--- src/rtl/mbtrr_pkg.sv ---
`default_nettype none
package mbtrr_pkg;

    typedef struct packed {
        logic        kind;
        logic [7:0]  request_byte;
        logic [5:0]  entry_slot;
        logic [7:0]  entry_unit;
        logic [2:0]  entry_function;
        logic [15:0] entry_address;
        logic [15:0] entry_value;
        logic [1:0]  entry_status;
    } t_req;

    typedef struct packed {
        logic [7:0] response_byte;
        logic       response_last;
        logic       frame_dropped;
    } t_resp;

    typedef struct packed {
        logic [7:0]  unit;
        logic [2:0]  func;
        logic [15:0] addr;
        logic [15:0] value;
        logic [1:0]  status;
    } t_entry;

    // queued work for the back end
    typedef struct packed {
        logic [1:0]  op;
        logic [5:0]  slot;
        t_entry      entry;
        logic [15:0] trans;
        logic [7:0]  unit;
        logic [8:0]  len;
        logic [7:0]  func;
        logic [15:0] start;
        logic [15:0] cnt;
    } t_cmd;

    localparam logic [1:0] CMD_MAP  = 2'd0;
    localparam logic [1:0] CMD_REQ  = 2'd1;
    localparam logic [1:0] CMD_DROP = 2'd2;

    localparam int QDEPTH = 4;

    localparam logic [8:0] MAX_LENGTH = 9'd260;
    localparam logic [7:0] EXC_FLAG   = 8'h80;
    localparam logic [7:0] EXC_ILLEGAL_FUNCTION = 8'h01;
    localparam logic [7:0] EXC_ILLEGAL_ADDRESS  = 8'h02;
    localparam logic [7:0] EXC_ILLEGAL_VALUE    = 8'h03;
    localparam logic [7:0] EXC_DEVICE_FAILURE   = 8'h04;

    localparam logic [7:0] FN_READ_COILS    = 8'd1;
    localparam logic [7:0] FN_READ_INPUTS   = 8'd2;
    localparam logic [7:0] FN_READ_HOLDING  = 8'd3;
    localparam logic [7:0] FN_READ_INPUT_RG = 8'd4;
    localparam logic [7:0] FN_WRITE_COIL    = 8'd5;
    localparam logic [7:0] FN_WRITE_REG     = 8'd6;
    localparam logic [7:0] FN_WRITE_COILS   = 8'd15;
    localparam logic [7:0] FN_WRITE_REGS    = 8'd16;

    localparam logic [1:0] CFG_WRITES_ENABLED = 2'd0;
    localparam logic [1:0] CFG_MAX_REGS       = 2'd1;
    localparam logic [1:0] CFG_MAX_BITS       = 2'd2;

endpackage
`default_nettype wire

--- src/rtl/modbus_tcp_read_responder.sv ---
`default_nettype none
// Modbus TCP read responder.
// Input side is a queue write port: present an item on i_req and raise push
// while full is low. kind 0 carries one request byte, kind 1 loads one map
// entry. Items are taken at one per cycle while full is low; map loads and
// frame-ending or frame-dropping bytes enter a 4-deep command queue.
// Results come out as a queue read port: while empty is low, o_resp holds
// the oldest response byte; raise pop to take it. A good frame produces
// 7 + PDU bytes with response_last on the final one; a bad MBAP header
// produces one beat with frame_dropped set.
// Each address of a read walks the map table from slot 0, with a read and
// a compare state per slot, until the lowest matching slot; register
// reads add a low-byte write state per address; a missing address walks
// all min(MAP_ENTRIES, 64) slots. Each response beat is loaded in one
// state and shown in the next.
// The map walk sets the throughput; the front end keeps taking bytes
// until the command queue fills, then holds full high.
// Configuration writes (index 0..2) are taken every cycle (o_cfg_ready=1)
// and must happen while the block is idle.
// Reset (synchronous, active low) clears the parser, the queue, all map
// entries (to empty) and the config registers to 0 / 27 / 440.
// A stalled receiver simply holds the current beat; nothing is lost.
module modbus_tcp_read_responder
    import mbtrr_pkg::*;
#(
    parameter int MAP_ENTRIES = 64,
    parameter int REPLY_BYTES = 64
) (
    input  wire logic       i_clk,
    input  wire logic       i_rst_n,
    input  wire logic       push,
    output logic            full,
    input  wire t_req       i_req,
    output logic            empty,
    input  wire logic       pop,
    output t_resp           o_resp,
    input  wire logic       i_cfg_valid,
    output logic            o_cfg_ready,
    input  wire logic [1:0] i_cfg_index,
    input  wire logic [8:0] i_cfg_data
);

    localparam int SLOTS = (MAP_ENTRIES < 64) ? MAP_ENTRIES : 64;

    logic       r_writes_enabled;
    logic [4:0] r_max_regs;
    logic [8:0] r_max_bits;

    assign o_cfg_ready = 1'b1;

    always_ff @(posedge i_clk) begin
        if (!i_rst_n) begin
            r_writes_enabled <= 1'b0;
            r_max_regs       <= 5'd27;
            r_max_bits       <= 9'd440;
        end else if (i_cfg_valid) begin
            case (i_cfg_index)
                CFG_WRITES_ENABLED: r_writes_enabled <= i_cfg_data[0];
                CFG_MAX_REGS:       r_max_regs       <= i_cfg_data[4:0];
                CFG_MAX_BITS:       r_max_bits       <= i_cfg_data;
                default: ;
            endcase
        end
    end

    logic q_push, q_full, q_pop, q_empty;
    t_cmd f_cmd, q_cmd;

    assign full = q_full;

    mbtrr_front u_front (
        .i_clk    (i_clk),
        .i_rst_n  (i_rst_n),
        .i_accept (push && !q_full),
        .i_req    (i_req),
        .o_push   (q_push),
        .o_cmd    (f_cmd)
    );

    mbtrr_queue u_queue (
        .i_clk   (i_clk),
        .i_rst_n (i_rst_n),
        .i_push  (q_push),
        .i_cmd   (f_cmd),
        .o_full  (q_full),
        .i_pop   (q_pop),
        .o_empty (q_empty),
        .o_cmd   (q_cmd)
    );

    mbtrr_back #(
        .SLOTS       (SLOTS),
        .REPLY_BYTES (REPLY_BYTES)
    ) u_back (
        .i_clk            (i_clk),
        .i_rst_n          (i_rst_n),
        .i_q_empty        (q_empty),
        .i_cmd            (q_cmd),
        .o_q_pop          (q_pop),
        .i_writes_enabled (r_writes_enabled),
        .i_max_regs       (r_max_regs),
        .i_max_bits       (r_max_bits),
        .o_empty          (empty),
        .i_pop            (pop),
        .o_resp           (o_resp)
    );

endmodule
`default_nettype wire

--- src/rtl/mbtrr_front.sv ---
`default_nettype none
module mbtrr_front
    import mbtrr_pkg::*;
(
    input  wire logic i_clk,
    input  wire logic i_rst_n,
    input  wire logic i_accept,
    input  wire t_req i_req,
    output logic      o_push,
    output t_cmd      o_cmd
);

    logic [8:0]  r_pos, n_pos;
    logic [15:0] r_trans, n_trans;
    logic [7:0]  r_unit, n_unit;
    logic [8:0]  r_len, n_len;
    logic [7:0]  r_func, n_func;
    logic [15:0] r_start, n_start;
    logic [15:0] r_cnt, n_cnt;
    logic        drop;
    logic [8:0]  full_len;
    logic [7:0]  b;

    assign b        = i_req.request_byte;
    assign full_len = {r_len[8], b};

    always_comb begin
        n_trans = r_trans;
        n_unit  = r_unit;
        n_len   = r_len;
        n_func  = r_func;
        n_start = r_start;
        n_cnt   = r_cnt;
        drop    = 1'b0;
        case (r_pos)
            9'd0: n_trans = {b, 8'h00};
            9'd1: n_trans = {r_trans[15:8], b};
            9'd2, 9'd3: drop = (b != 8'h00);
            9'd4: begin
                drop  = (b > 8'd1);
                n_len = {b[0], 8'h00};
            end
            9'd5: begin
                drop  = (full_len < 9'd2) || (full_len > MAX_LENGTH);
                n_len = full_len;
            end
            9'd6:  n_unit  = b;
            9'd7:  n_func  = b;
            9'd8:  n_start = {b, 8'h00};
            9'd9:  n_start = {r_start[15:8], b};
            9'd10: n_cnt   = {b, 8'h00};
            9'd11: n_cnt   = {r_cnt[15:8], b};
            default: ;
        endcase
    end

    logic done;
    assign done = (r_pos >= 9'd6) && ({1'b0, r_pos} == 10'd5 + {1'b0, r_len});

    always_comb begin
        n_pos = r_pos;
        if (i_accept && !i_req.kind) begin
            if (drop || done) n_pos = '0;
            else              n_pos = r_pos + 9'd1;
        end
    end

    always_comb begin
        o_cmd       = '0;
        o_cmd.slot  = i_req.entry_slot;
        o_cmd.entry = '{unit: i_req.entry_unit, func: i_req.entry_function,
                        addr: i_req.entry_address, value: i_req.entry_value,
                        status: i_req.entry_status};
        o_cmd.trans = n_trans;
        o_cmd.unit  = n_unit;
        o_cmd.len   = n_len;
        o_cmd.func  = n_func;
        o_cmd.start = n_start;
        o_cmd.cnt   = n_cnt;
        if (i_req.kind)  o_cmd.op = CMD_MAP;
        else if (drop)   o_cmd.op = CMD_DROP;
        else             o_cmd.op = CMD_REQ;
        o_push = i_accept && (i_req.kind || drop || done);
    end

    always_ff @(posedge i_clk) begin
        if (!i_rst_n) begin
            r_pos   <= '0;
            r_trans <= '0;
            r_unit  <= '0;
            r_len   <= '0;
            r_func  <= '0;
            r_start <= '0;
            r_cnt   <= '0;
        end else begin
            r_pos <= n_pos;
            if (i_accept && !i_req.kind && !drop) begin
                r_trans <= n_trans;
                r_unit  <= n_unit;
                r_len   <= n_len;
                r_func  <= n_func;
                r_start <= n_start;
                r_cnt   <= n_cnt;
            end
        end
    end

endmodule
`default_nettype wire

--- src/rtl/mbtrr_queue.sv ---
`default_nettype none
module mbtrr_queue
    import mbtrr_pkg::*;
(
    input  wire logic i_clk,
    input  wire logic i_rst_n,
    input  wire logic i_push,
    input  wire t_cmd i_cmd,
    output logic      o_full,
    input  wire logic i_pop,
    output logic      o_empty,
    output t_cmd      o_cmd
);

    localparam int AW = $clog2(QDEPTH);

    t_cmd            r_mem [QDEPTH];
    logic [AW-1:0]   r_wp, r_rp;
    logic [AW:0]     r_cnt;

    assign o_full  = (r_cnt == (AW+1)'(QDEPTH));
    assign o_empty = (r_cnt == '0);
    assign o_cmd   = r_mem[r_rp];

    always_ff @(posedge i_clk) begin
        if (i_push && !o_full) r_mem[r_wp] <= i_cmd;
    end

    always_ff @(posedge i_clk) begin
        if (!i_rst_n) begin
            r_wp  <= '0;
            r_rp  <= '0;
            r_cnt <= '0;
        end else begin
            if (i_push && !o_full) r_wp <= r_wp + 1'b1;
            if (i_pop && !o_empty) r_rp <= r_rp + 1'b1;
            r_cnt <= r_cnt + (AW+1)'(i_push && !o_full) - (AW+1)'(i_pop && !o_empty);
        end
    end

endmodule
`default_nettype wire

--- src/rtl/mbtrr_back.sv ---
`default_nettype none
module mbtrr_back
    import mbtrr_pkg::*;
#(
    parameter int SLOTS = 64,
    parameter int REPLY_BYTES = 64
) (
    input  wire logic       i_clk,
    input  wire logic       i_rst_n,
    input  wire logic       i_q_empty,
    input  wire t_cmd       i_cmd,
    output logic            o_q_pop,
    input  wire logic       i_writes_enabled,
    input  wire logic [4:0] i_max_regs,
    input  wire logic [8:0] i_max_bits,
    output logic            o_empty,
    input  wire logic       i_pop,
    output t_resp           o_resp
);

    localparam int SW = (SLOTS > 1) ? $clog2(SLOTS) : 1;
    localparam int RW = $clog2(REPLY_BYTES);
    localparam logic [15:0] REG_CAP = 16'((REPLY_BYTES - 9) / 2);
    localparam logic [15:0] BIT_CAP = 16'((REPLY_BYTES - 9) * 8);

    localparam logic [2:0] S_IDLE = 3'd0;
    localparam logic [2:0] S_CHK  = 3'd1;
    localparam logic [2:0] S_RD   = 3'd2;
    localparam logic [2:0] S_CMP  = 3'd3;
    localparam logic [2:0] S_WLO  = 3'd4;
    localparam logic [2:0] S_SLD  = 3'd5;
    localparam logic [2:0] S_SHOW = 3'd6;

    logic [2:0]    r_state, n_state;
    t_cmd          r_cur;
    logic [8:0]    r_k;
    logic [SW-1:0] r_slot;
    logic [RW-1:0] r_idx;
    logic [7:0]    r_acc, r_lo, r_b7, r_b8, r_plen;
    logic          r_drop;
    logic [SLOTS-1:0] r_valid;

    t_entry        r_map [SLOTS];
    t_entry        r_mq;
    logic [7:0]    r_reply [REPLY_BYTES];
    logic [7:0]    r_rq;

    // reply store write port
    logic          rp_we;
    logic [RW-1:0] rp_wa;
    logic [7:0]    rp_wd;

    logic          map_we;
    assign map_we = (r_state == S_IDLE) && !i_q_empty && (i_cmd.op == CMD_MAP)
                    && ({1'b0, i_cmd.slot} < 7'(SLOTS));

    always_ff @(posedge i_clk) begin
        if (map_we) r_map[i_cmd.slot[SW-1:0]] <= i_cmd.entry;
        r_mq <= r_map[r_slot];
        if (rp_we) r_reply[rp_wa] <= rp_wd;
        r_rq <= r_reply[r_idx];
    end

    // classification of the held request
    logic        is_read, is_bits, is_write;
    logic [15:0] lim;
    logic [16:0] addr;
    logic        hit, good, bitv, last_k, last_byte;
    logic [7:0]  acc_new;
    logic [5:0]  nbytes;

    always_comb begin
        is_read  = (r_cur.func == FN_READ_COILS) || (r_cur.func == FN_READ_INPUTS) ||
                   (r_cur.func == FN_READ_HOLDING) || (r_cur.func == FN_READ_INPUT_RG);
        is_bits  = (r_cur.func == FN_READ_COILS) || (r_cur.func == FN_READ_INPUTS);
        is_write = (r_cur.func == FN_WRITE_COIL) || (r_cur.func == FN_WRITE_REG) ||
                   (r_cur.func == FN_WRITE_COILS) || (r_cur.func == FN_WRITE_REGS);
        if (is_bits) lim = ({7'd0, i_max_bits} > BIT_CAP) ? BIT_CAP : {7'd0, i_max_bits};
        else         lim = ({11'd0, i_max_regs} > REG_CAP) ? REG_CAP : {11'd0, i_max_regs};
        addr   = {1'b0, r_cur.start} + {8'd0, r_k};
        hit    = r_valid[r_slot] && (r_mq.status != 2'd0) && (r_mq.unit == r_cur.unit) &&
                 ({5'd0, r_mq.func} == r_cur.func) && !addr[16] &&
                 (r_mq.addr == addr[15:0]);
        good    = (r_mq.status == 2'd1);
        bitv    = |r_mq.value;
        acc_new = r_acc | (8'(bitv) << r_k[2:0]);
        last_k  = ({7'd0, r_k} == r_cur.cnt - 16'd1);
        nbytes  = 6'((r_cur.cnt + 16'd7) >> 3);
        last_byte = (8'(r_idx) == 8'(6 + r_plen));
    end

    always_comb begin
        rp_we = 1'b0;
        rp_wa = '0;
        rp_wd = '0;
        if (r_state == S_CMP && hit && good) begin
            if (is_bits) begin
                rp_we = (r_k[2:0] == 3'd7) || last_k;
                rp_wa = RW'(10'd9 + {4'd0, r_k[8:3]});
                rp_wd = acc_new;
            end else begin
                rp_we = 1'b1;
                rp_wa = RW'(10'd9 + {r_k, 1'b0});
                rp_wd = r_mq.value[15:8];
            end
        end else if (r_state == S_WLO) begin
            rp_we = 1'b1;
            rp_wa = RW'(10'd10 + {r_k, 1'b0});
            rp_wd = r_lo;
        end
    end

    assign o_q_pop = (r_state == S_IDLE) && !i_q_empty;

    always_ff @(posedge i_clk) begin
        if (!i_rst_n) begin
            r_state <= S_IDLE;
            r_valid <= '0;
            r_drop  <= 1'b0;
        end else begin
            if (map_we) r_valid[i_cmd.slot[SW-1:0]] <= 1'b1;
            r_state <= n_state;
            if (r_state == S_IDLE && !i_q_empty) r_drop <= (i_cmd.op == CMD_DROP);
        end
    end

    always_comb begin
        n_state = r_state;
        unique case (r_state)
            S_IDLE: begin
                if (!i_q_empty) begin
                    if (i_cmd.op == CMD_REQ)       n_state = S_CHK;
                    else if (i_cmd.op == CMD_DROP) n_state = S_SHOW;
                end
            end
            S_CHK: begin
                if (is_read && r_cur.len == 9'd6 && r_cur.cnt != 16'd0 && r_cur.cnt <= lim)
                    n_state = S_RD;
                else
                    n_state = S_SLD;
            end
            S_RD: n_state = S_CMP;
            S_CMP: begin
                if (hit) begin
                    if (!good)        n_state = S_SLD;
                    else if (!is_bits) n_state = S_WLO;
                    else if (last_k)  n_state = S_SLD;
                    else              n_state = S_RD;
                end else if (r_slot == SW'(SLOTS - 1)) begin
                    n_state = S_SLD;
                end else begin
                    n_state = S_RD;
                end
            end
            S_WLO:  n_state = last_k ? S_SLD : S_RD;
            S_SLD:  n_state = S_SHOW;
            S_SHOW: begin
                if (i_pop) n_state = (r_drop || last_byte) ? S_IDLE : S_SLD;
            end
            default: n_state = S_IDLE;
        endcase
    end

    always_ff @(posedge i_clk) begin
        unique case (r_state)
            S_IDLE: begin
                r_cur <= i_cmd;
                r_k   <= '0;
                r_slot <= '0;
                r_idx <= '0;
                r_acc <= '0;
            end
            S_CHK: begin
                r_idx <= '0;
                if (!is_read) begin
                    r_b7   <= r_cur.func | EXC_FLAG;
                    r_b8   <= (is_write && i_writes_enabled) ? EXC_ILLEGAL_ADDRESS
                                                            : EXC_ILLEGAL_FUNCTION;
                    r_plen <= 8'd2;
                end else begin
                    r_b7   <= r_cur.func | EXC_FLAG;
                    r_b8   <= EXC_ILLEGAL_VALUE;
                    r_plen <= 8'd2;
                end
            end
            S_CMP: begin
                if (hit) begin
                    if (!good) begin
                        r_b7   <= r_cur.func | EXC_FLAG;
                        r_b8   <= EXC_DEVICE_FAILURE;
                        r_plen <= 8'd2;
                    end else if (!is_bits) begin
                        r_lo <= r_mq.value[7:0];
                    end else begin
                        r_acc  <= (r_k[2:0] == 3'd7) ? 8'd0 : acc_new;
                        r_k    <= r_k + 9'd1;
                        r_slot <= '0;
                        r_b7   <= r_cur.func;
                        r_b8   <= {2'b0, nbytes};
                        r_plen <= 8'd2 + {2'b0, nbytes};
                    end
                end else if (r_slot == SW'(SLOTS - 1)) begin
                    r_b7   <= r_cur.func | EXC_FLAG;
                    r_b8   <= EXC_ILLEGAL_ADDRESS;
                    r_plen <= 8'd2;
                end else begin
                    r_slot <= r_slot + 1'b1;
                end
            end
            S_WLO: begin
                r_k    <= r_k + 9'd1;
                r_slot <= '0;
                r_b7   <= r_cur.func;
                r_b8   <= 8'({r_cur.cnt[6:0], 1'b0});
                r_plen <= 8'd2 + 8'({r_cur.cnt[6:0], 1'b0});
            end
            S_SHOW: begin
                if (i_pop && !r_drop && !last_byte) r_idx <= r_idx + 1'b1;
            end
            default: ;
        endcase
    end

    logic [7:0] hdr;
    always_comb begin
        case (r_idx)
            RW'(0):  hdr = r_cur.trans[15:8];
            RW'(1):  hdr = r_cur.trans[7:0];
            RW'(5):  hdr = r_plen + 8'd1;
            RW'(6):  hdr = r_cur.unit;
            RW'(7):  hdr = r_b7;
            RW'(8):  hdr = r_b8;
            RW'(2), RW'(3), RW'(4): hdr = 8'h00;
            default: hdr = r_rq;
        endcase
    end

    assign o_empty = (r_state != S_SHOW);
    always_comb begin
        o_resp.response_byte = r_drop ? 8'h00 : hdr;
        o_resp.response_last = !r_drop && last_byte;
        o_resp.frame_dropped = r_drop;
    end

    a_last_idle: assert property (@(posedge i_clk) disable iff (!i_rst_n)
        (i_pop && !o_empty && o_resp.response_last) |=> (r_state == S_IDLE))
        else $error("back end did not return to idle after last beat");
    a_drop_not_last: assert property (@(posedge i_clk) disable iff (!i_rst_n)
        (!o_empty && o_resp.frame_dropped) |-> !o_resp.response_last)
        else $error("dropped-frame beat flagged as last");
    a_pop_idle: assert property (@(posedge i_clk) disable iff (!i_rst_n)
        o_q_pop |-> (r_state == S_IDLE))
        else $error("queue popped while busy");
    a_walk_ok: assert property (@(posedge i_clk) disable iff (!i_rst_n)
        (r_state == S_CMP) |-> (r_cur.op == CMD_REQ))
        else $error("map walk without a request");

endmodule
`default_nettype wire

--- config.mk ---
export PLATFORM = sky130hd
export DESIGN_NAME = modbus_tcp_read_responder
export DESIGN_NICKNAME = d
export VERILOG_FILES = /design/src/rtl/mbtrr_pkg.sv /design/src/rtl/modbus_tcp_read_responder.sv /design/src/rtl/mbtrr_front.sv /design/src/rtl/mbtrr_queue.sv /design/src/rtl/mbtrr_back.sv
export SDC_FILE = /design/constraint.sdc
export NUM_CORES = 2
export LEC_CHECK = 0
export ABC_AREA = 0
export CORE_MARGIN = 4
export CORE_UTILIZATION = 52
export DETAILED_ROUTE_END_ITERATION = 7
export DONT_BUFFER_PORTS = 1
export GPL_TIMING_DRIVEN = 1
export PLACE_DENSITY = 0.77
export SYNTH_ARGS = -nofsm -noshare
export SYNTH_HDL_FRONTEND = slang
export SYNTH_SLANG_ARGS = --single-unit
--- constraint.sdc ---
create_clock -name i_clk -period 10.17 [get_ports i_clk]
set_input_delay 0.5085 -clock i_clk [delete_from_list [all_inputs] [get_ports i_clk]]
set_output_delay 0.5085 -clock i_clk [all_outputs]
set_load 0.05 [all_outputs]
==> metrics.yaml <==
start_kind: "register"
num_vias: 83540
finalHoldViolCount: 0
wl_met3_mm: 56.22
synthArstFlopShare: 0
synth-simple-area-share: 0.02288
synth_warnings: 0
ys_seq_area_frac: 0.7664
port_buffers: 0
synthFlopType: "edfxtp_1"
crit_path_end_kind: "register"
grt_pass1_vias: 84010
ios: 89
clk_root_buffer_cell: "clkbuf_16"
synth_xor_area_frac: 0.006308
htree_num_levels: 5
rsz0062_at_grt: "no"
power.internal_mw: 34.74
violations: "DRC"
grt_remaining_overflow: 0
syn_avg_cell_area_um2: 22.47
seqPwrFrac: 0.444
initial_core_util: 0.5240
max-slew-margin-rel: 0.06732
cts.sinks: 4257
ys_ff_latch: 4257
layout-drive-gt1-share: 0.2708
synth_cell_types: 74
ir_drop_mv: 0.3297
final.min_clock_period_ns: 6.306
rows: 205
ant_nets: 0
firstDrtPassIters: 8
critPathKind: "register to register"
clockPowerShare: 0.307
routed_wl_mm: 460.0
numCtsBuffers: 403
timing.final.crit_share: 0.6201
finClkSkew_ns: 0.09982
critPathArrivalTime_ns: 6.89
clock_path_buffers: 4
cpMaxStageDelayCell: "edfxtp_1"
p_sw_frac: 0.3015
wire_per_inst_um: 38.06
synth_edf_count: 4030
met1_length_mm: 151.3
drv_slew: 0
synthCells: 7290
leakagePower_nw: 56.43
critPathRequiredTime_ns: 10.75
dpl_cell_area_um2: 169600
floorplan.die_area_um2: 324100
worst_pin_slew_ns: 1.399
synthesis.area_um2: 163800
hpwl_mm: 228.7
crit_fanout: 42
p_sw_mw: 14.99
die_h_um: 569.3
synth_fa_ha_area_frac: 0.003910
cts_tree: "yes"
synthMuxAreaShare: 0.1792
drcViolationCount: 1
fin_area_um2: 183800
grt_pass1_wl_mm: 650.5
cp_cell_sequence: "buf_4, mux4_2, mux2i_1, mux2i_1, o211ai_1, a221o_1, nor4b_4, and2_1, a31oi_1, buf_4, nor3b_1"
ctsResizeCount: 0
syn_nets: 7416
grt_use_total: 0.2832
cts_setup_buffers: 0
maxUsedRoutingLayer: "met5"
hold_class: "input port to register"
comb_power_share: 0.248
utilization: 0.5879
maxCapViolations: 0
insertion_delay_ns: 1.00
tns_ns: 0
setup_viol_count_final: 0
clock.fmax_mhz: 158.6
avgViaCountPerCell: 6.912
area_growth_pct: 12.20
status: "finished, violations left"
clkTransAtPathRegs_ns: 0.06
drtIter0Drc: 14420
gp_congestion: 0.8521
met2_length_mm: 223.6
slowest_delay_ns: 1.00
synth_top_family_by_area: "multiplexers"
antenna_found_initial: 29
grt_max_degree: 132
power_per_cell_area_nw_per_um2: 270.5
core_area_um2: 312700
die_w_um: 569.3
postCtsHoldBufs: 86
synth-compound-area-share: 0.01168
fin_nets: 7710
-- synthesized netlist by cell type, drive strengths merged, types with 11 or more instances --
cell type | instances | area [µm²]
nand3 | 47 | 235.2
or2 | 11 | 68.82
edfxtp | 4030 | 121000
a22o | 57 | 499.2
ha | 48 | 600.6
nor4 | 18 | 118.9
nor3 | 29 | 145.1
nand4 | 21 | 131.4
mux4 | 1254 | 28240
a31oi | 17 | 106.4
nor3b | 11 | 82.58
nand2 | 112 | 420.4
mux2 | 19 | 214.0
and2 | 19 | 118.9
nor4b | 11 | 126.4
a21oi | 57 | 285.3
nor2b | 11 | 68.82
or3 | 15 | 98.84
xor2 | 47 | 411.6
inv | 34 | 127.6
and3 | 21 | 131.4
nor2 | 439 | 1648
buf | 120 | 469.2
o22ai | 11 | 68.82
o21ai | 49 | 245.2
clkbuf | 262 | 983.4
xnor2 | 71 | 621.9
mux2i | 90 | 900.9
dfxtp | 227 | 4544
nand2b | 12 | 75.07
-- worst max-delay path, delay by kind of cell, from the launching register on --
kind | cells | cell delay [ns]
flip-flops | 1 | 1.00
AO/OA/AOI/OAI | 3 | 0.73
multiplexers | 3 | 0.74
buffers and inverters | 2 | 1.25
AND/OR/NAND/NOR | 3 | 2.15
-- path summary, 6_finish.rpt --
path / startpoint / to / slack (ns) / depth (start not counted)
worst max register to register: u_back.r_slot[4] / u_back.r_reply[16][2] / 3.86 / 11
worst min register to register: u_back.r_valid[37] / u_back.r_valid[37] / 0.47 / 2
worst min-delay path: i_req[57] / u_queue.r_mem[3][46] / 0.05 / 1
worst max-delay path: u_back.r_slot[4] / u_back.r_reply[16][2] / 3.86 / 11
-- state kept, by name (all words and copies together) (netlist names), 9 cells and up, named ones only --
| signal | cells |
|---|---|
| u_back.r_cur | 73 |
| u_back.r_mq | 45 |
| u_front.r_start | 16 |
| u_front.r_len | 9 |
| u_back.r_k | 9 |
| r_max_bits | 9 |
| u_front.r_cnt | 16 |
| u_back.r_map | 2880 |
| u_queue.r_mem | 504 |
| u_front.r_pos | 9 |
| u_back.r_valid | 64 |
| u_front.r_trans | 16 |
| u_back.r_reply | 512 |
-- power groups by stage --
stage | registers, mW | logic [mW] | clock network, mW
after floorplan | 21.8 | 8.26 | 0
after global placement | 22.4 | 11.6 | 0
after detailed placement | 22.4 | 11.9 | 0
after CTS | 22.1 | 12.3 | 15.3
after global routing | 22.1 | 12.9 | 16.1
final | 22.1 | 12.4 | 15.3
-- logic make-up (layout without fill, tap and decap cells) --
family,count (synthesis),count (layout)
flops,4257,4257
mux,1363,1363
simple gates,810,810
buf+inv,416,1053
compound gates,275,275
xor+xnor,118,118
fa+ha+maj,50,50
other cells,1,19
-- cell type report --
cell class	count	area, µm²
timing repair buffer	271	2312
clock buffer	529	10840
inverter	34	133.9
sequential	4257	125600
fill	20390	128900
clock inverter	219	2436
antenna	18	45.04
multi-input combinational	2617	37300
tap	4140	5180
-- cell usage in the layout, fill, tap and decap left out, types with 47 or more instances in the layout --
master            n
mux2i_1          90
clkinv_2         69
xor2_1           47
buf_4           180
clkbuf_16       404
edfxtp_1       4030
nand3_1          47
xnor2_1          71
ha_1             48
clkbuf_1         99
clkinv_1         72
dfxtp_1         225
nand2_1         112
nor2_1          371
nor2_4           65
a21oi_1          57
mux4_2         1254
a22o_1           57
dlygate4sd3_1    86
-- through the flow --
stage | total power [mW] | hold WS [ns] | setup slack, ns | cells
finish | 49.73 | 0.05181 | 3.864 | 12090
floorplan | 30.09 | 0.4086 | 3.727 | 7290
global route | 51.17 | 0.02606 | 3.458 | 12080
detailed placement | 34.28 | 0.4383 | 4.001 | 11230
CTS | 49.67 | 0.002162 | 4.025 | 12070
global placement | 33.97 | 0.4298 | 4.073 | 11230
-- per-layer routing --
layer  global-route usage  up-vias
li1                     -    31300
met1               0.3697    43700
met2               0.4527     7265
met3              0.06458     1245
met4               0.1431       24
met5                    0        -
Note: power is estimated with default switching activity, not from simulation.
